## config.mk

```make
export PLATFORM = sky130hd
export DESIGN_NAME = tau_scale
export DESIGN_NICKNAME = d
export VERILOG_FILES = /design/src/hw/rtl/assert_macros.svh /design/src/hw/rtl/tau_pkg.sv /design/src/hw/rtl/tau_scale.sv
export SDC_FILE = /design/constraint.sdc
export NUM_CORES = 2
export LEC_CHECK = 0
export BUFFER_PORTS_ARGS = -buffer_cell sky130_fd_sc_hd__buf_2
export CAP_MARGIN = 10
export CORE_MARGIN = 10
export CORE_UTILIZATION = 60
export CTS_CLUSTER_DIAMETER = 120
export CTS_CLUSTER_SIZE = 28
export DETAILED_ROUTE_END_ITERATION = 6
export GPL_ROUTABILITY_DRIVEN = 0
export GPL_TIMING_DRIVEN = 0
export PLACE_DENSITY = 0.79
export REMOVE_ABC_BUFFERS = 1
export SLEW_MARGIN = 20
export SYNTH_ARGS = -nofsm -noshare
export SYNTH_HDL_FRONTEND = slang
export SYNTH_SLANG_ARGS = --single-unit
```

## constraint.sdc

```tcl
create_clock -name clk -period 14.16 [get_ports clk]
set_input_delay 1.416 -clock clk [delete_from_list [all_inputs] [get_ports clk]]
set_output_delay 1.416 -clock clk [all_outputs]
set_load 0.02 [all_outputs]
```

## src/hw/rtl/assert_macros.svh

```systemverilog
// Assertion helpers shared by the RTL.
// Both expect signals named clk and rst_n in the enclosing scope.
`ifndef ASSERT_MACROS_SVH
`define ASSERT_MACROS_SVH

// Same-cycle implication.
`define TAU_ASSERT_IMP(label, ante, cons) \
    label: assert property (@(posedge clk) disable iff (!rst_n) (ante) |-> (cons)) \
        else $error("texture address unit check failed");

// Next-cycle implication.
`define TAU_ASSERT_NXT(label, ante, cons) \
    label: assert property (@(posedge clk) disable iff (!rst_n) (ante) |=> (cons)) \
        else $error("texture address unit check failed");

`endif

```

## src/hw/rtl/tau_pkg.sv

```systemverilog
package tau_pkg;

    localparam int FRAC_BITS = 16;
    localparam int SIZE_LOG2 = 12;

    localparam int COORD_W   = 32;
    localparam int INT_W     = COORD_W - FRAC_BITS + 1;   // integer part plus carry room
    localparam int T_W       = INT_W - 1;                 // folded (non-negative) coordinate
    localparam int SIZE_W    = SIZE_LOG2 + 1;
    localparam int CO_W      = SIZE_LOG2;                 // texel coordinate
    localparam int PROD_W    = COORD_W + SIZE_W + 1;
    localparam int IDX_W     = 24;
    localparam int WGT_W     = 16;
    localparam int CFG_W     = 13;
    localparam int REGIDX_W  = 3;
    localparam int NUM_CELLS = T_W;                       // one quotient bit per cell
    localparam int NUM_LANES = 4;

    localparam longint HALF    = longint'(1) << (FRAC_BITS - 1);
    localparam longint SAT_MAX = (longint'(1) << (COORD_W - 1)) - 1;
    localparam longint SAT_MIN = -(longint'(1) << (COORD_W - 1));

    // register indexes
    localparam logic [REGIDX_W-1:0] REG_COORD_MAPPING  = 3'd0;
    localparam logic [REGIDX_W-1:0] REG_FILTER_MODE    = 3'd1;
    localparam logic [REGIDX_W-1:0] REG_ADDRESS_MODE_U = 3'd2;
    localparam logic [REGIDX_W-1:0] REG_ADDRESS_MODE_V = 3'd3;
    localparam logic [REGIDX_W-1:0] REG_IMAGE_WIDTH    = 3'd4;
    localparam logic [REGIDX_W-1:0] REG_IMAGE_HEIGHT   = 3'd5;

    // address modes (code three behaves as clamp)
    localparam logic [1:0] MODE_WRAP   = 2'd0;
    localparam logic [1:0] MODE_CLAMP  = 2'd1;
    localparam logic [1:0] MODE_MIRROR = 2'd2;

    // lane numbering inside the chain
    localparam int LANE_U_LO = 0;
    localparam int LANE_U_HI = 1;
    localparam int LANE_V_LO = 2;
    localparam int LANE_V_HI = 3;

    typedef struct packed {
        logic [T_W-1:0]  dvd;     // dividend bits still to shift in
        logic [CO_W-1:0] rem;     // partial remainder
        logic            q;       // latest quotient bit (parity at the end)
        logic            neg;     // coordinate was negative
        logic [CO_W-1:0] clamp;   // clamp-mode result
    } lane_t;

    typedef struct packed {
        logic             bilinear;
        logic [WGT_W-1:0] wu;
        logic [WGT_W-1:0] wv;
    } side_t;

    typedef struct packed {
        lane_t [NUM_LANES-1:0] lane;
        side_t                 side;
    } stage_t;

    function automatic logic [SIZE_W-1:0] eff_size(input logic [CFG_W-1:0] s);
        logic [SIZE_W-1:0] n;
        if (s == '0)
            n = SIZE_W'(1);
        else if (int'(s) > (1 << SIZE_LOG2))
            n = SIZE_W'(1 << SIZE_LOG2);
        else
            n = SIZE_W'(s);
        return n;
    endfunction

endpackage

```

## src/hw/rtl/tau_scale.sv

```systemverilog
module tau_scale (
    input  logic                                 clk,
    input  logic                                 rst_n,
    input  logic                                 in_valid,
    input  logic signed [tau_pkg::COORD_W-1:0]   coord_u,
    input  logic signed [tau_pkg::COORD_W-1:0]   coord_v,
    input  logic                                 mapping,
    input  logic                                 filter,
    input  logic [tau_pkg::SIZE_W-1:0]           size_w,
    input  logic [tau_pkg::SIZE_W-1:0]           size_h,
    input  logic                                 ready_down,
    output logic                                 ready_up,
    output logic                                 out_valid,
    output tau_pkg::stage_t                      out_stage
);

    typedef struct packed {
        tau_pkg::lane_t                 lo;
        tau_pkg::lane_t                 hi;
        logic [tau_pkg::WGT_W-1:0]      wgt;
    } axis_t;

    logic                                v1_reg, v1_next;
    logic                                v2_reg, v2_next;
    logic signed [tau_pkg::PROD_W-1:0]   prod_u_reg, prod_v_reg;
    logic signed [tau_pkg::COORD_W-1:0]  cu_reg, cv_reg;
    tau_pkg::stage_t                     st_reg, st_next;
    logic                                load1, load2;
    axis_t                               ax_u, ax_v;

    function automatic tau_pkg::lane_t lane_prep(
        input logic signed [tau_pkg::INT_W-1:0] i,
        input logic [tau_pkg::SIZE_W-1:0]       n
    );
        tau_pkg::lane_t l;
        l.neg = i[tau_pkg::INT_W-1];
        l.dvd = l.neg ? ~i[tau_pkg::T_W-1:0] : i[tau_pkg::T_W-1:0];
        l.rem = '0;
        l.q   = 1'b0;
        if (l.neg)
            l.clamp = '0;
        else if (int'(i[tau_pkg::T_W-1:0]) >= int'(n))
            l.clamp = tau_pkg::CO_W'(n - 1'b1);
        else
            l.clamp = tau_pkg::CO_W'(i[tau_pkg::T_W-1:0]);
        return l;
    endfunction

    function automatic axis_t axis_prep(
        input logic signed [tau_pkg::PROD_W-1:0]  prod,
        input logic signed [tau_pkg::COORD_W-1:0] coord,
        input logic                               map_n,
        input logic                               bil,
        input logic [tau_pkg::SIZE_W-1:0]         n
    );
        logic signed [tau_pkg::PROD_W-1:0]  r;
        logic signed [tau_pkg::COORD_W-1:0] c;
        logic signed [tau_pkg::COORD_W:0]   cp;
        logic signed [tau_pkg::INT_W-1:0]   ilo, ihi, ipt;
        logic [tau_pkg::FRAC_BITS-1:0]      frac;
        axis_t                              a;
        r = prod - tau_pkg::PROD_W'(tau_pkg::HALF);
        if (r > tau_pkg::PROD_W'(tau_pkg::SAT_MAX))
            r = tau_pkg::PROD_W'(tau_pkg::SAT_MAX);
        else if (r < tau_pkg::PROD_W'(tau_pkg::SAT_MIN))
            r = tau_pkg::PROD_W'(tau_pkg::SAT_MIN);
        c    = map_n ? tau_pkg::COORD_W'(r) : coord;
        cp   = {c[tau_pkg::COORD_W-1], c} + (tau_pkg::COORD_W + 1)'(tau_pkg::HALF);
        ipt  = tau_pkg::INT_W'(cp >>> tau_pkg::FRAC_BITS);
        ilo  = tau_pkg::INT_W'(c >>> tau_pkg::FRAC_BITS);
        frac = c[tau_pkg::FRAC_BITS-1:0];
        ihi  = ilo + tau_pkg::INT_W'(frac != '0);
        a.lo  = lane_prep(bil ? ilo : ipt, n);
        a.hi  = lane_prep(ihi, n);
        a.wgt = tau_pkg::WGT_W'({frac, tau_pkg::WGT_W'(0)} >> tau_pkg::FRAC_BITS);
        return a;
    endfunction

    assign load2    = !v2_reg || ready_down;
    assign load1    = !v1_reg || load2;
    assign ready_up = load1;
    assign v1_next  = load1 ? in_valid : v1_reg;
    assign v2_next  = load2 ? v1_reg : v2_reg;

    always_comb
    begin
        ax_u = axis_prep(prod_u_reg, cu_reg, mapping, filter, size_w);
        ax_v = axis_prep(prod_v_reg, cv_reg, mapping, filter, size_h);
        st_next = '0;
        st_next.lane[tau_pkg::LANE_U_LO] = ax_u.lo;
        st_next.lane[tau_pkg::LANE_U_HI] = ax_u.hi;
        st_next.lane[tau_pkg::LANE_V_LO] = ax_v.lo;
        st_next.lane[tau_pkg::LANE_V_HI] = ax_v.hi;
        st_next.side.bilinear = filter;
        st_next.side.wu       = ax_u.wgt;
        st_next.side.wv       = ax_v.wgt;
    end

    always_ff @(posedge clk or negedge rst_n)
    begin
        if (!rst_n)
        begin
            v1_reg <= 1'b0;
            v2_reg <= 1'b0;
        end
        else
        begin
            v1_reg <= v1_next;
            v2_reg <= v2_next;
        end
    end

    always_ff @(posedge clk)
    begin
        if (load1)
        begin
            prod_u_reg <= coord_u * $signed({1'b0, size_w});
            prod_v_reg <= coord_v * $signed({1'b0, size_h});
            cu_reg     <= coord_u;
            cv_reg     <= coord_v;
        end
        if (load2)
            st_reg <= st_next;
    end

    assign out_valid = v2_reg;
    assign out_stage = st_reg;

endmodule

```

# Word level (Yosys, flattened, before mapping)
# Cells that the tools add are included.
# totals
register_bits	307
in_bits	96
out_inout_bits	203
wordCells	65
# op_classes
n_addsub	8
multipliers	2
magnitude_cmp	8
muxes	16
bitwise_logic	4
n_reduce_logical	6
# ops
cell	count
two-way mux 32 bit	6
> comparator 46 x 32 -> 1 bit (second input constant)	2
less-than comparator 46 x 32 -> 1 bit (second input constant)	2
multiplier 32 x 14 -> 46 bit	2
subtractor 46 x 17 -> 46 bit (second input constant)	2
adder 32 x 17 -> 33 bit (second input constant)	2
>= comparator 16 x 13 -> 1 bit	4
two-way mux 16 bit	4
inverter 16 bit	4
two-way mux 12 bit	4
adder 16 x 2 -> 17 bit	2
two-way mux 17 bit	2
nonzero test 16 bit	2
subtractor 12 x 1 -> 12 bit (second input constant)	2
zero test 1 bit	2
logical OR 1 bit	2

# Longest topological paths before layout
# depth
ltp_word	9
depth_mapped	34
mapped_depth_nobuf	31

# Least setup slack after synthesis
# OpenSTA, ideal clock, no wires.
# synth_timing
path_kind	input -> register
from	in size_w[4] in the netlist's numbering
to	reg prod_u_reg[45] in the netlist's numbering, data pin
setup_time_ns	0.260
arrival_time_ns	8.254
required_ns	13.900
slack_ns	5.646
cell_stages	26
path_buffers	2
path_cell_list	clkbuf_1 -> clkbuf_1 -> nand2_1 -> fa_1 -> inv_1 -> fa_1 -> fa_1 -> inv_1 -> fa_1 -> fa_1 -> inv_1 -> fa_1 -> ha_1 -> a21o_1 -> a21o_1 -> a32o_1 -> o311a_1 -> o41ai_1 -> o21ai_0 -> nand4_1 -> a31oi_1 -> a311o_1 -> a21oi_1 -> o21ai_0 -> a21oi_1 -> xnor2_1
# synth_between
elab_chain_cells	1
# synth_rtl
element	line	text
start: declaration	tau_scale.sv:9	input logic [tau_pkg::SIZE_W-1:0] size_w,
multiplier 32 x 14 -> 46 bit	tau_scale.sv:117	prod_u_reg <= coord_u * $signed({1'b0, size_w});
end signal: assignment	tau_scale.sv:117	
end: declaration	tau_scale.sv:25	logic signed [tau_pkg::PROD_W-1:0] prod_u_reg, prod_v_reg;
# Every way passes these cells.
# A chain may end at the register's enable or synchronous reset.

==> summary.txt <==
Place
  • Port Buffers: 246
  • HPWL Detailed: just under 90000 um

STA
  • TNS Setup: 0 ns
  • Hold Violations, Final: 0
  • Shortest period the worst path allows: around 9.2 ns
  • RSZ-0062 raised after global routing: no
  • Tcrit/Tclk final: 0.653
  • Setup Viol. Count Final: 0
  • Worst-Margin Slew: between 1 and 1.5 ns
  • Peak Freq: 108 MHz
  • Max Slew Vio Count: 0
  • Rel. slew slack: 0.282
  • Clk_skew: 0.0287 ns

Synthesis
  • Post-Synthesis Cells: between 4000 and 5000
  • Async set or reset register ratio after synthesis: 0.00651
  • Yosys warns: 0
  • Synthesis-stage register bit count: 307
  • Area share of the largest cell type after synthesis: 0.334
  • Post-synth top flop: edfxtp_1
  • Post-synth EDFFs: about 310
  • Yosys cell types: a little over 100
  • Post-Syn Area: approximately 45000 sq um
  • Area contributors post-synth: fa_1, edfxtp_1, ha_1, and2_1, inv_1
  • Sequential area share after synthesis: 0.203
  • Syn Area/Cell: 9.90 sq um
  • Yosys top cell by area: fa_1

Worst setup path
  • WS Path Type: flip-flop to flip-flop
  • CP Data Required Time: around 14 ns
  • Slowest-stage cell, CP: nor4_1
  • CP max FO: 23
  • Arr. time, crit path: around 9.5 ns
  • Max incr delay on CP: 0.71 ns
  • R2R Setup Slk: roughly 4.9 ns
  • Type of origin of the critical path: flip-flop
  • CP endpoint kind: flip-flop

Clocking
  • TritonCTS Buffers: 14
  • CTS tree: done
  • Clk sinks: 307
  • Clock buffer depth: 3
  • Post-CTS Resized: 0
  • Post-CTS setup repair buffer count: 0
  • Clock latency on the worst-skew pair: between 0.5 and 0.6 ns
  • Reg clk slew, reported paths: around 0.12 ns
  • H-tree depth: 1
  • Root Driver: clkbuf_16
  • Hold_buf cts: 0

Floorplanning
  • Starting density of the core: 0.607
  • IO Count: 299
  • DIE WIDTH: 295 um
  • # rows: 100
  • DIE HEIGHT: 295 um
  • Die ar.: roughly 87000 sq um
  • Core area: between 70000 and 80000 sq um

Global route
  • First-pass GRT wire length: roughly 180000 um
  • Vias in the first global route: around 34000
  • Gr ovfl total: 0
  • Largest net degree at the start of global routing: 90
  • Antenna violations before repair: 3
  • Gr usage total: 0.255

Routing
  • Vias post-DR: between 30000 and 40000
  • DRT iter0 DRCs: between 2000 and 3000
  • Final wirelength: roughly 110000 um
  • WL per Instance: 19.6 um
  • Drt first pass iters: 7
  • Post-route ant nets: 0
  • Via density: 5.82
  • Drc violations: 4

Min path
  • Worst min path class: flip-flop to flip-flop

Status
  • Failing checks: design-rule violations
  • Outcome: complete, but fails checks

Finish
  • Max reg flops: 149
  • Fin nets: a little under 6000
  • P&R area growth vs syn: 4.68%
  • Layout cell share with drive strength beyond 1: 0.0729

Flow run
  • Max_cap viols: 0
synth_stat cells, types with 10 or more instances:
| master | count |
|---|---|
| inv_1 | 766 |
| fa_1 | 756 |
| nand2_1 | 487 |
| and2_1 | 474 |
| edfxtp_1 | 305 |
| ha_1 | 274 |
| clkbuf_1 | 188 |
| xnor2_1 | 182 |
| o21ai_0 | 121 |
| nor2_1 | 116 |
| a21oi_1 | 113 |
| a21o_1 | 87 |
| xor2_1 | 80 |
| buf_4 | 55 |
| nor3_1 | 53 |
| nand3_1 | 44 |
| nor4_1 | 37 |
| o21a_1 | 31 |
| nand4_1 | 25 |
| nand2b_1 | 24 |
| a31oi_1 | 23 |
| and3_1 | 23 |
| or3_1 | 22 |
| mux2i_1 | 21 |
| o211ai_1 | 21 |
| nor2b_1 | 17 |
| or4_1 | 14 |
| a211o_1 | 13 |
| a211oi_1 | 12 |
| buf_2 | 10 |
| o21bai_1 | 10 |
cells in the final DEF (no fill, tap or decap), drive strengths merged, types with 113 or more instances in the layout:
| master | n |
|---|---|
| xnor2 | 182 |
| edfxtp | 305 |
| a21oi | 113 |
| buf | 265 |
| inv | 768 |
| o21ai | 125 |
| nand2 | 488 |
| fa | 756 |
| and2 | 475 |
| nor2 | 117 |
| ha | 274 |
cells by family after synthesis:
logic type,synth area share
and+or+nand+nor,0.160
AOI/OAI and AO/OA,0.0797
buffers and inverters,0.0911
DFF,0.203
adders and majority gates,0.410
other,0.0000827
xor gates and xnor gates,0.0506
muxes,0.00596
per-layer routing:
layer,part of all wire,vias to the layer above,global-route usage
li1,-,14600,-
met1,0.41,16600,0.341
met2,0.48,1377,0.430
met3,0.077,206,0.0367
met4,0.030,2,0.0722
met5,0.00015,-,0
final timing paths:
| path | cells after the start | to | start |
|---|---|---|---|
| worst max-delay path | 30 | out_stage[170]$_SDFFCE_PN0P_ | prod_v_reg[15]$_DFFE_PP_ |
| worst min-delay path | 1 | out_valid$_DFFE_PN0P_ | v1_reg$_DFFE_PN0P_ |
| worst max register to register | 30 | out_stage[170]$_SDFFCE_PN0P_ | prod_v_reg[15]$_DFFE_PP_ |
| worst min register to register | 1 | out_valid$_DFFE_PN0P_ | v1_reg$_DFFE_PN0P_ |
| max in group asynchronous | 1 | out_valid$_DFFE_PN0P_ | rst_n |
| min in group asynchronous | 1 | v1_reg$_DFFE_PN0P_ | rst_n |
final cells by class:
class / instances / area [sq um]
diodes: 2 / 5.00
clock buffers: 21 / 377
clock inverters: 1 / 16.3
fillers: 5871 / 27200
inverters: 769 / 2890
multi-input cells: 3290 / 32200
flip-flops and latches: 307 / 9210
well taps: 969 / 1210
repair buffers: 265 / 1520
metrics by stage:
stage	util	cells	instance area [sq um]	hold WS [ns]	setup slack, ns
detailed placement	0.630	5600	47000	0.471	4.67
floorplan	-	4366	44300	0.435	6.16
CTS	0.635	5622	47400	0.497	5.13
global route	0.635	5624	47500	0.510	4.57
global placement	0.625	5581	46700	0.466	4.00
finish	0.635	5624	47500	0.491	4.91
worst max-delay path, delay by kind of cell (launching register included):
family                     cells  cell delay (ns)
AOI/OAI and AO/OA             14             3.20
xor gates and xnor gates       1             0.42
adders and majority gates      4             1.11
buffers and inverters          2             0.33
DFF                            1             0.54
and+or+nand+nor                9             3.34
Power is left out: the tool's default activity adds up to more than one toggle a clock period on the data nets, which glitch-free logic cannot reach.
