[src/hw/rtl/assert_macros.svh]
// Assertion helpers shared by the RTL.
// Both expect signals named clk and rst_n in the enclosing scope.
`ifndef ASSERT_MACROS_SVH
`define ASSERT_MACROS_SVH

// Same-cycle implication.
`define TAU_ASSERT_IMP(label, ante, cons) \
    label: assert property (@(posedge clk) disable iff (!rst_n) (ante) |-> (cons)) \
        else $error("texture address unit check failed");

// Next-cycle implication.
`define TAU_ASSERT_NXT(label, ante, cons) \
    label: assert property (@(posedge clk) disable iff (!rst_n) (ante) |=> (cons)) \
        else $error("texture address unit check failed");

`endif

[src/hw/rtl/tau_pkg.sv]
package tau_pkg;

    localparam int FRAC_BITS = 16;
    localparam int SIZE_LOG2 = 12;

    localparam int COORD_W   = 32;
    localparam int INT_W     = COORD_W - FRAC_BITS + 1;   // integer part plus carry room
    localparam int T_W       = INT_W - 1;                 // folded (non-negative) coordinate
    localparam int SIZE_W    = SIZE_LOG2 + 1;
    localparam int CO_W      = SIZE_LOG2;                 // texel coordinate
    localparam int PROD_W    = COORD_W + SIZE_W + 1;
    localparam int IDX_W     = 24;
    localparam int WGT_W     = 16;
    localparam int CFG_W     = 13;
    localparam int REGIDX_W  = 3;
    localparam int NUM_CELLS = T_W;                       // one quotient bit per cell
    localparam int NUM_LANES = 4;

    localparam longint HALF    = longint'(1) << (FRAC_BITS - 1);
    localparam longint SAT_MAX = (longint'(1) << (COORD_W - 1)) - 1;
    localparam longint SAT_MIN = -(longint'(1) << (COORD_W - 1));

    // register indexes
    localparam logic [REGIDX_W-1:0] REG_COORD_MAPPING  = 3'd0;
    localparam logic [REGIDX_W-1:0] REG_FILTER_MODE    = 3'd1;
    localparam logic [REGIDX_W-1:0] REG_ADDRESS_MODE_U = 3'd2;
    localparam logic [REGIDX_W-1:0] REG_ADDRESS_MODE_V = 3'd3;
    localparam logic [REGIDX_W-1:0] REG_IMAGE_WIDTH    = 3'd4;
    localparam logic [REGIDX_W-1:0] REG_IMAGE_HEIGHT   = 3'd5;

    // address modes (code three behaves as clamp)
    localparam logic [1:0] MODE_WRAP   = 2'd0;
    localparam logic [1:0] MODE_CLAMP  = 2'd1;
    localparam logic [1:0] MODE_MIRROR = 2'd2;

    // lane numbering inside the chain
    localparam int LANE_U_LO = 0;
    localparam int LANE_U_HI = 1;
    localparam int LANE_V_LO = 2;
    localparam int LANE_V_HI = 3;

    typedef struct packed {
        logic [T_W-1:0]  dvd;     // dividend bits still to shift in
        logic [CO_W-1:0] rem;     // partial remainder
        logic            q;       // latest quotient bit (parity at the end)
        logic            neg;     // coordinate was negative
        logic [CO_W-1:0] clamp;   // clamp-mode result
    } lane_t;

    typedef struct packed {
        logic             bilinear;
        logic [WGT_W-1:0] wu;
        logic [WGT_W-1:0] wv;
    } side_t;

    typedef struct packed {
        lane_t [NUM_LANES-1:0] lane;
        side_t                 side;
    } stage_t;

    function automatic logic [SIZE_W-1:0] eff_size(input logic [CFG_W-1:0] s);
        logic [SIZE_W-1:0] n;
        if (s == '0)
            n = SIZE_W'(1);
        else if (int'(s) > (1 << SIZE_LOG2))
            n = SIZE_W'(1 << SIZE_LOG2);
        else
            n = SIZE_W'(s);
        return n;
    endfunction

endpackage

[src/hw/rtl/tau_cell.sv]
// One restoring-division step on all four lanes.
module tau_cell (
    input  logic                         clk,
    input  logic                         rst_n,
    input  logic                         in_valid,
    input  tau_pkg::stage_t              in_stage,
    input  logic [tau_pkg::SIZE_W-1:0]   size_w,
    input  logic [tau_pkg::SIZE_W-1:0]   size_h,
    input  logic                         ready_down,
    output logic                         ready_up,
    output logic                         out_valid,
    output tau_pkg::stage_t              out_stage
);

    logic                 valid_reg, valid_next;
    tau_pkg::stage_t      st_reg, st_next;
    logic                 load;

    assign load       = !valid_reg || ready_down;
    assign ready_up   = load;
    assign valid_next = load ? in_valid : valid_reg;

    always_comb
    begin
        logic [tau_pkg::SIZE_W-1:0] n;
        logic [tau_pkg::SIZE_W-1:0] r2;
        st_next = in_stage;
        for (int k = 0; k < tau_pkg::NUM_LANES; k++)
        begin
            n  = (k < tau_pkg::LANE_V_LO) ? size_w : size_h;
            r2 = {in_stage.lane[k].rem, in_stage.lane[k].dvd[tau_pkg::T_W-1]};
            if (r2 >= n)
            begin
                st_next.lane[k].rem = tau_pkg::CO_W'(r2 - n);
                st_next.lane[k].q   = 1'b1;
            end
            else
            begin
                st_next.lane[k].rem = r2[tau_pkg::CO_W-1:0];
                st_next.lane[k].q   = 1'b0;
            end
            st_next.lane[k].dvd = in_stage.lane[k].dvd << 1;
        end
    end

    always_ff @(posedge clk or negedge rst_n)
    begin
        if (!rst_n)
            valid_reg <= 1'b0;
        else
            valid_reg <= valid_next;
    end

    always_ff @(posedge clk)
    begin
        if (load)
            st_reg <= st_next;
    end

    assign out_valid = valid_reg;
    assign out_stage = st_reg;

endmodule

[config.mk]
export PLATFORM = sky130hd
export DESIGN_NAME = tau_cell
export DESIGN_NICKNAME = d
export VERILOG_FILES = /design/src/hw/rtl/assert_macros.svh /design/src/hw/rtl/tau_pkg.sv /design/src/hw/rtl/tau_cell.sv
export SDC_FILE = /design/constraint.sdc
export NUM_CORES = 1
export LEC_CHECK = 0
export BUFFER_PORTS_ARGS = -buffer_cell sky130_fd_sc_hd__buf_2
export CORE_AREA = 2 2 168 170
export CTS_CLUSTER_SIZE = 30
export DETAILED_ROUTE_END_ITERATION = 10
export DIE_AREA = 0 0 170 172
export GPL_TIMING_DRIVEN = 0
export SYNTH_ARGS = -nofsm -noshare
export SYNTH_HDL_FRONTEND = slang
export SYNTH_SLANG_ARGS = --single-unit
[constraint.sdc]
create_clock -name clk -period 7.1 [get_ports clk]
set_input_delay 0.355 -clock clk [delete_from_list [all_inputs] [get_ports clk]]
set_output_delay 0.355 -clock clk [all_outputs]
set_load 0.02 [all_outputs]
Yosys cells after proc, flatten, opt, wreduce, memory -nomap -nowiden
Index checks and enable logic that the tools add are counted.
{"block": "classes", "bitwise": 0, "addsub": 4, "order_cmp": 4, "shifts": 0, "eq_ne": 0, "n_mul": 0, "n_reduce_logical": 2, "mux": 4, "div": 0}
{"cell": "13-bit >= comparator", "n": 4}
{"cell": "13-bit two-way mux", "n": 4}
{"cell": "12-bit subtractor", "n": 4}
{"cell": "1-bit zero test", "n": 1}
{"cell": "1-bit logical OR", "n": 1}
{"block": "totals", "output_inout_bits": 203, "word_cells": 38, "romBits": 0, "n_memories": 0, "ramBits": 0, "inputBits": 231, "latch_bits": 0, "regBits": 198}

Depth between registers and ports, before layout
Gate-level depths: netlist of the first run.
{"block": "depth", "ltp_word": 2, "ltp_mapped": 9, "ltp_nobuf": 9}

Worst setup path after synthesis of the first run
OpenSTA, ideal clock, no wires.
{"block": "synth_timing", "path_kind": "in2reg", "from": "in ready_down", "to": "reg st_reg (netlist bit out_stage[0]) (enable)", "stages": 1, "arrival_ns": 5.239, "path_slack_ns": 1.260, "path_buffers": 0, "t_required_ns": 6.499, "setup_ns": 0.601, "path_cell_list": "nand2b_1"}
{"block": "synth_via", "elab_chain_len": 1}
{"element": "from (decl)", "line": "tau_cell.sv:9", "source": "input logic ready_down,"}
{"element": "1-bit logical OR", "line": "tau_cell.sv:19", "source": "assign load = !valid_reg || ready_down;"}
{"element": "to (signal assigned)", "line": "tau_cell.sv:57", "source": "st_reg <= st_next;"}
{"element": "to (decl)", "line": "tau_cell.sv:16", "source": "tau_pkg::stage_t st_reg, st_next;"}
Every way passes these cells.
A chain may end at the register's enable or synchronous reset.

==> impl_results.md, run 1 <==
* Hold Vio Cnt, Final at 0
* Final #Nets at 1345
* Overall Power at 3101 uW
* Core area at 0.02748 mm^2
* GPL Wtd Cong at 0.8125
* Final HPWL DP at 20.74 mm
* DR pass1 iterations at 5
* GR Overflow Total at 0
* Class of the worst hold path: input port to flip-flop
* Max-slew violation count at 0
* Layout cell share with drive strength beyond 1 at 0.4743
* Post-synthesis cell count at 607
* P&R area growth vs syn at 36.31%
* Worst setup margin at 4.644 ns
* Worst reg2reg setup slack at 5.38 ns
* Number of buffers created by CTS at 17
* F_max at 407.1 MHz
* Post-route clock period utilization at 0.3460
* Post-Syn Area per Cell at 14.89 um^2
* Main area contributors after synthesis: edfxtp_1 (65%), ha_1 (7.2%), mux2_2 (2.4%)
* Finished Core Util at 0.4485
* Crit-path max FO at 10
* RSZ-0062 raised after global routing: no
* First-pass GRT wire length at 36.96 mm
* Top FF cell, synth: edfxtp_1
* Post-Route WL at 26.11 mm
* CTS root buffer: clkbuf_16
* Total number of vias at 6722
* Crit Path Class: input port to flip-flop
* Rows at 61
* Register area share after synthesis at 0.6571
* Status: finished clean
* Syn Std Cell Area at 0.009041 mm^2
* Unique cell type count in the Yosys netlist at 61
* VDD IR max at 170.4 uV
* Post-CTS Resized at 0
* Pre-CTS setup slack at 4.209 ns
* Die span in y at 172 um
* Die Area at 0.02924 mm^2
* CP delay by family, top: compound AO/OA/AOI/OAI gates
* Final Skew at 0.01168 ns
* Min cycle time layout at 2.456 ns
* Crit-path cells: buf_2, inv_1, ha_1, nor2b_1, o31a_1, o21ai_0, a21oi_1, a211oi_2, buf_6, mux2_2
* Largest stage delay on the critical path at 0.36 ns
* # DRC at 0
* Clk sinks at 198
* Top cell type by total area after synthesis: edfxtp_1
* Worst path slowest cell: a211oi_2
* CP arrival at 2.64 ns
* Worst Setup Start Kind: input port
* Chip width at 170 um
* Yosys top cell area share at 0.6543
* Commonest non-fill, non-tap cell in the layout: buf_2
* Starting Density at 0.3291
* Synth async-reset ratio at 0.005051
* Crit end category: flip-flop
* Max-Cap Viols at 0
* All-Layer GR Usage at 0.1697
* Worst-Skew Late Latency at 0.43 ns
* EDFF count, synth at 197
* Initial antenna violation count at 4
* Req. time, crit path at 7.28 ns
* Final ANT Viol Nets at 0
* IO Pins at 434
* Design Area, Final at 0.01232 mm^2
* Final non-filler cell total at 1418
* Vias in the first global route at 6441
* Pleak at 0.005482 uW
* Yosys reg bits at 198
* Largest net degree at the start of global routing at 73
* Yosys warnings at 0
* Clock-pin slew on the worst setup and hold paths at 0.09 ns
* Commonest non-fill, non-tap cells in the layout: buf_2 (425), edfxtp_1 (197), ha_1 (52)
* Deepest clock path buffer count at 2
* H-Tree Level Count at 4
* CTS tree: done
* Power per cell area at 251.6 mW/mm^2
* Initial drt markers at 441
* Port Buf Inserts at 425
* Placed cell area at 0.01170 mm^2
* WP buf/inv at 3
* Avg Vias per Cell at 4.740
* Final setup fails at 0
* Routed len/inst at 18.42 um
* # placed instances at 1384
[registers in the layout (all words and copies together), names as in the netlist]
signal and flops:
out_stage 197, out_valid 1
[routing by layer]
layer	vias up	GRT usage	share of wire	wire, um
met1	3167	0.2046	0.40	10490
met5	-	0	0.0016	41
met4	6	0.05537	0.021	536
met2	283	0.2866	0.49	12770
li1	3231	-	-	-
met3	35	0.05722	0.087	2269
[Yosys cell counts, drive strengths merged, types with 4 or more instances]
library cell  instances
edfxtp              197
ha                   52
inv                  41
a21oi                34
mux2                 34
nor2                 33
o21ai                24
nand2                18
xnor2                13
nand3                12
nor2b                12
xor2                 12
mux2i                11
nor3                 11
o21a                 10
nand2b                9
buf                   8
a211oi                5
nand4                 5
o31a                  5
a21o                  4
and3                  4
fa                    4
nor4                  4
o211ai                4
[cell families (layout without fill, tap and decap cells)]
family / Yosys count / after routing / synth area share
muxes: 45 / 45 / 0.05743
xor gates and xnor gates: 25 / 25 / 0.02422
AOI/OAI and AO/OA: 111 / 111 / 0.08594
buffers and inverters: 49 / 510 / 0.02491
and+or+nand+nor: 122 / 122 / 0.06919
adders and majority gates: 56 / 56 / 0.08082
DFF: 198 / 198 / 0.6571
other: 1 / 5 / 0.0004148
[per-stage QoR]
stage               hold slack, ns  setup TNS, ns
global route               0.05653              0
CTS                        0.05653              0
global placement            0.1308        -173.75
floorplan                  0.05941              0
finish                     0.08107              0
detailed placement          0.1315              0
[power breakdown]
group	total (uW)	internal (uW)	leakage [uW]	switching, uW
sequential	1440	1420	0.00199	24.2
clock	996	482	0.000294	514
combinational	665	262	0.00320	402
[worst register-to-register path: cells and delay by family, from the launching register on]
kind	cells	cell delay, ns
buffers and inverters	2	0.69
flip-flops	1	0.43
AND/OR/NAND/NOR	1	0.19
[layout make-up]
class | count | area (um^2)
fill | 2578 | 15150
sequential | 198 | 5941
multi-input combinational | 363 | 2894
timing repair buffer | 429 | 2220
tap | 346 | 432.9
clock buffer | 18 | 429.2
clock inverter | 14 | 180.2
inverter | 41 | 153.9
buffer | 8 | 71.32
antenna | 1 | 2.502
[final timing paths]
check | from | to | cells past startpoint
min in group asynchronous | rst_n | out_valid | 2
min reg2reg | out_valid | out_stage[189] | 1
max | size_h[1] | out_stage[137] | 10
max reg2reg | out_valid | out_stage[179] | 3
max in group asynchronous | rst_n | out_valid | 2
min | in_stage[197] | out_stage[198] | 1
[what timing repair did]
action                                 4_1_cts  5_1_grt
hold buffers                                 1        0
endpoints found under the hold margin        1        0
buffers inserted                             0        0
Power figures use the tool's default switching activity.
==> inputs of run 2 (changes only) <==
==> constraint.sdc (replaced) <==
create_clock -name clk -period 2 [get_ports clk]
set_input_delay 0.1 -clock clk [delete_from_list [all_inputs] [get_ports clk]]
set_output_delay 0.1 -clock clk [all_outputs]
set_load 0.02 [all_outputs]
==> run 2 against run 1 <==
Effect of this change: clock power increased to 3.6 times the previous value; critical endpoint is now out_stage[139]; combinational power increased to 4.2 times the previous value; via count increased by 12%; highest routed layer unchanged; cell area increased by 17%; die area unchanged; critical path type unchanged; sequential power increased to 3.6 times the previous value; final cell count increased by 13%; total power increased to 3.7 times the previous value; utilization increased by 7.5 points.
==> impl_results.md, run 2 (synthesis results as in run 1) <==
* All-Layer GR Usage at 0.1960
* Min cycle time layout at 1.964 ns
* First-pass GRT wire length at 42.81 mm
* R2R Path Start: out_valid
* Number of buffers created by CTS at 17
* Worst reg2reg setup slack at 0.60 ns
* Hold-critical path depth at 2
* Design Area, Final at 0.01439 mm^2
* Crit-path max FO at 8
* IO Pins at 434
* Initial antenna violation count at 2
* Crit end category: flip-flop
* Die span in y at 172 um
* Initial drt markers at 484
* Clk sinks at 198
* GR Overflow Total at 0
* Starting Density at 0.3291
* Post-route clock period utilization at 0.9820
* Commonest non-fill, non-tap cell in the layout: buf_2
* Sequential fraction of design power at 0.447
* GPL Wtd Cong at 0.8407
* Max-slew violation count at 0
* CP arrival at 2.15 ns
* Switch share at 0.3034
* Die Area at 0.02924 mm^2
* DR pass1 iterations at 5
* P&R area growth vs syn at 59.11%
* Commonest non-fill, non-tap cells in the layout: buf_2 (425), edfxtp_1 (197), dlygate4sd3_1 (175)
* Clock network power share at 0.309
* Max-Cap Viols at 0
* H-Tree Level Count at 4
* Final Skew at 0.01059 ns
* Status: finished clean
* Class of the worst hold path: input port to flip-flop
* Req. time, crit path at 2.18 ns
* Post-Route WL at 30.09 mm
* Rows at 61
* Power per cell area at 796.6 mW/mm^2
* Int Power at 7982 uW
* Vias in the first global route at 7415
* Overall Power at 11460 uW
* RSZ-0062 raised after global routing: no
* Max reg flops at 197
* Crit Path Class: input port to flip-flop
* Final HPWL DP at 21.59 mm
* F_max at 509.2 MHz
* Final setup fails at 0
* Final #Nets at 1525
* Switch Pwr at 3477 uW
* Total number of vias at 7534
* Layout cell share with drive strength beyond 1 at 0.4380
* CTS root buffer: clkbuf_16
* VDD IR max at 458.7 uV
* Worst-Skew Late Latency at 0.44 ns
* CTS tree: done
* Avg Vias per Cell at 4.709
* Setup crit start: size_h[6]
* Final ANT Viol Nets at 0
* Hold Vio Cnt, Final at 0
* Combinational Power Share at 0.244
* Reg2reg end: out_stage[44]
* Worst Setup Start Kind: input port
* Fillcell total at 2358
* Pleak at 0.006264 uW
* Chip width at 170 um
* Deepest clock path buffer count at 2
* Placed cell area at 0.01194 mm^2
* Largest net degree at the start of global routing at 67
* Core area at 0.02748 mm^2
* Clock-pin slew on the worst setup and hold paths at 0.09 ns
* Routed len/inst at 18.80 um
* Post-route setup TNS at 0 ns
* # DRC at 0
* Port Buf Inserts at 425
* Worst Setup EP: out_stage[139]
* R2R depth at 2
==> run 2: cell types whose count changed in the layout (fill, tap and decap cells not counted), sizes merged <==
cell	delta
buf	+5
clkinv	-1
diode	+2
dlygate4sd3	+174
inv	+1
nand2b	+1
==> run 2: final cells by class <==
class / count / area [um^2] / area share
Sequential cell: 198 / 5942 / 0.4131
Clock buffer: 18 / 429.2 / 0.02983
Tap cell: 346 / 432.9 / 0.03009
Multi-Input combinational cell: 364 / 3153 / 0.2192
Clock inverter: 14 / 177.7 / 0.01235
Antenna cell: 3 / 7.507 / 0.0005219
Timing Repair Buffer: 608 / 3999 / 0.2780
Inverter: 41 / 168.9 / 0.01174
Buffer: 8 / 75.07 / 0.005219
==> run 2: worst min-delay path by stage <==
stage	start	to	slack [ns]
2_1_floorplan	rst_n	out_valid	-0.20
3_3_place_gp	rst_n	out_valid	-0.13
3_5_place_dp	rst_n	out_valid	-0.12
4_1_cts	in_stage[137]	out_stage[138]	0.0003
5_1_grt	in_stage[175]	out_stage[176]	0.009
6_report	in_stage[174]	out_stage[175]	0.02
==> run 2: timing repair <==
action | CTS | global route
gates cloned | 0 | 1
setup buffers | 3 | 2
hold endpoints to repair | 174 | 0
pin swaps | 2 | 3
endpoints found under the setup margin | 9 | 18
hold buffers | 175 | 0
resized for setup | 2 | 4
==> run 2: layer usage <==
metal | share of wire | up-vias | GRT usage | wire length, um
met5 | 0.00033 | - | 0 | 10
met4 | 0.021 | 2 | 0.06317 | 618
met3 | 0.065 | 30 | 0.04395 | 1944
met2 | 0.49 | 280 | 0.3265 | 14770
met1 | 0.42 | 3621 | 0.2548 | 12750
li1 | - | 3601 | - | -
==> run 2: stage by stage <==
stage	hold WS (ns)	instances	util	setup WS (ns)
3_5_place_dp	-0.1249	1384	0.4347	-0.5148
5_1_grt	0.008641	1598	0.5234	0.0001767
2_1_floorplan	-0.1956	610	-	-0.3013
3_3_place_gp	-0.1252	1381	0.4317	-0.9089
4_1_cts	0.0002592	1594	0.5218	0.01788
6_report	0.01911	1600	0.5235	0.03610
==> run 2: power by group through the flow <==
| stage | logic [uW] | clock network (uW) | registers, uW |
|---|---|---|---|
| 2_1_floorplan | 1030 | 0 | 5730 |
| 3_3_place_gp | 2420 | 0 | 5220 |
| 3_5_place_dp | 2470 | 0 | 5210 |
| 4_1_cts | 2780 | 3660 | 5120 |
| 5_1_grt | 3010 | 3800 | 5160 |
| 6_report | 2800 | 3540 | 5130 |
==> run 2: worst max-delay path, cell delays in order <==
cell      delay [ns]
buf_2           0.16
inv_12          0.04
ha_4            0.25
and4_1          0.25
nand2_1         0.08
o21ai_1         0.07
a221o_1         0.40
a211oi_4        0.26
buf_6           0.21
mux2_4          0.32
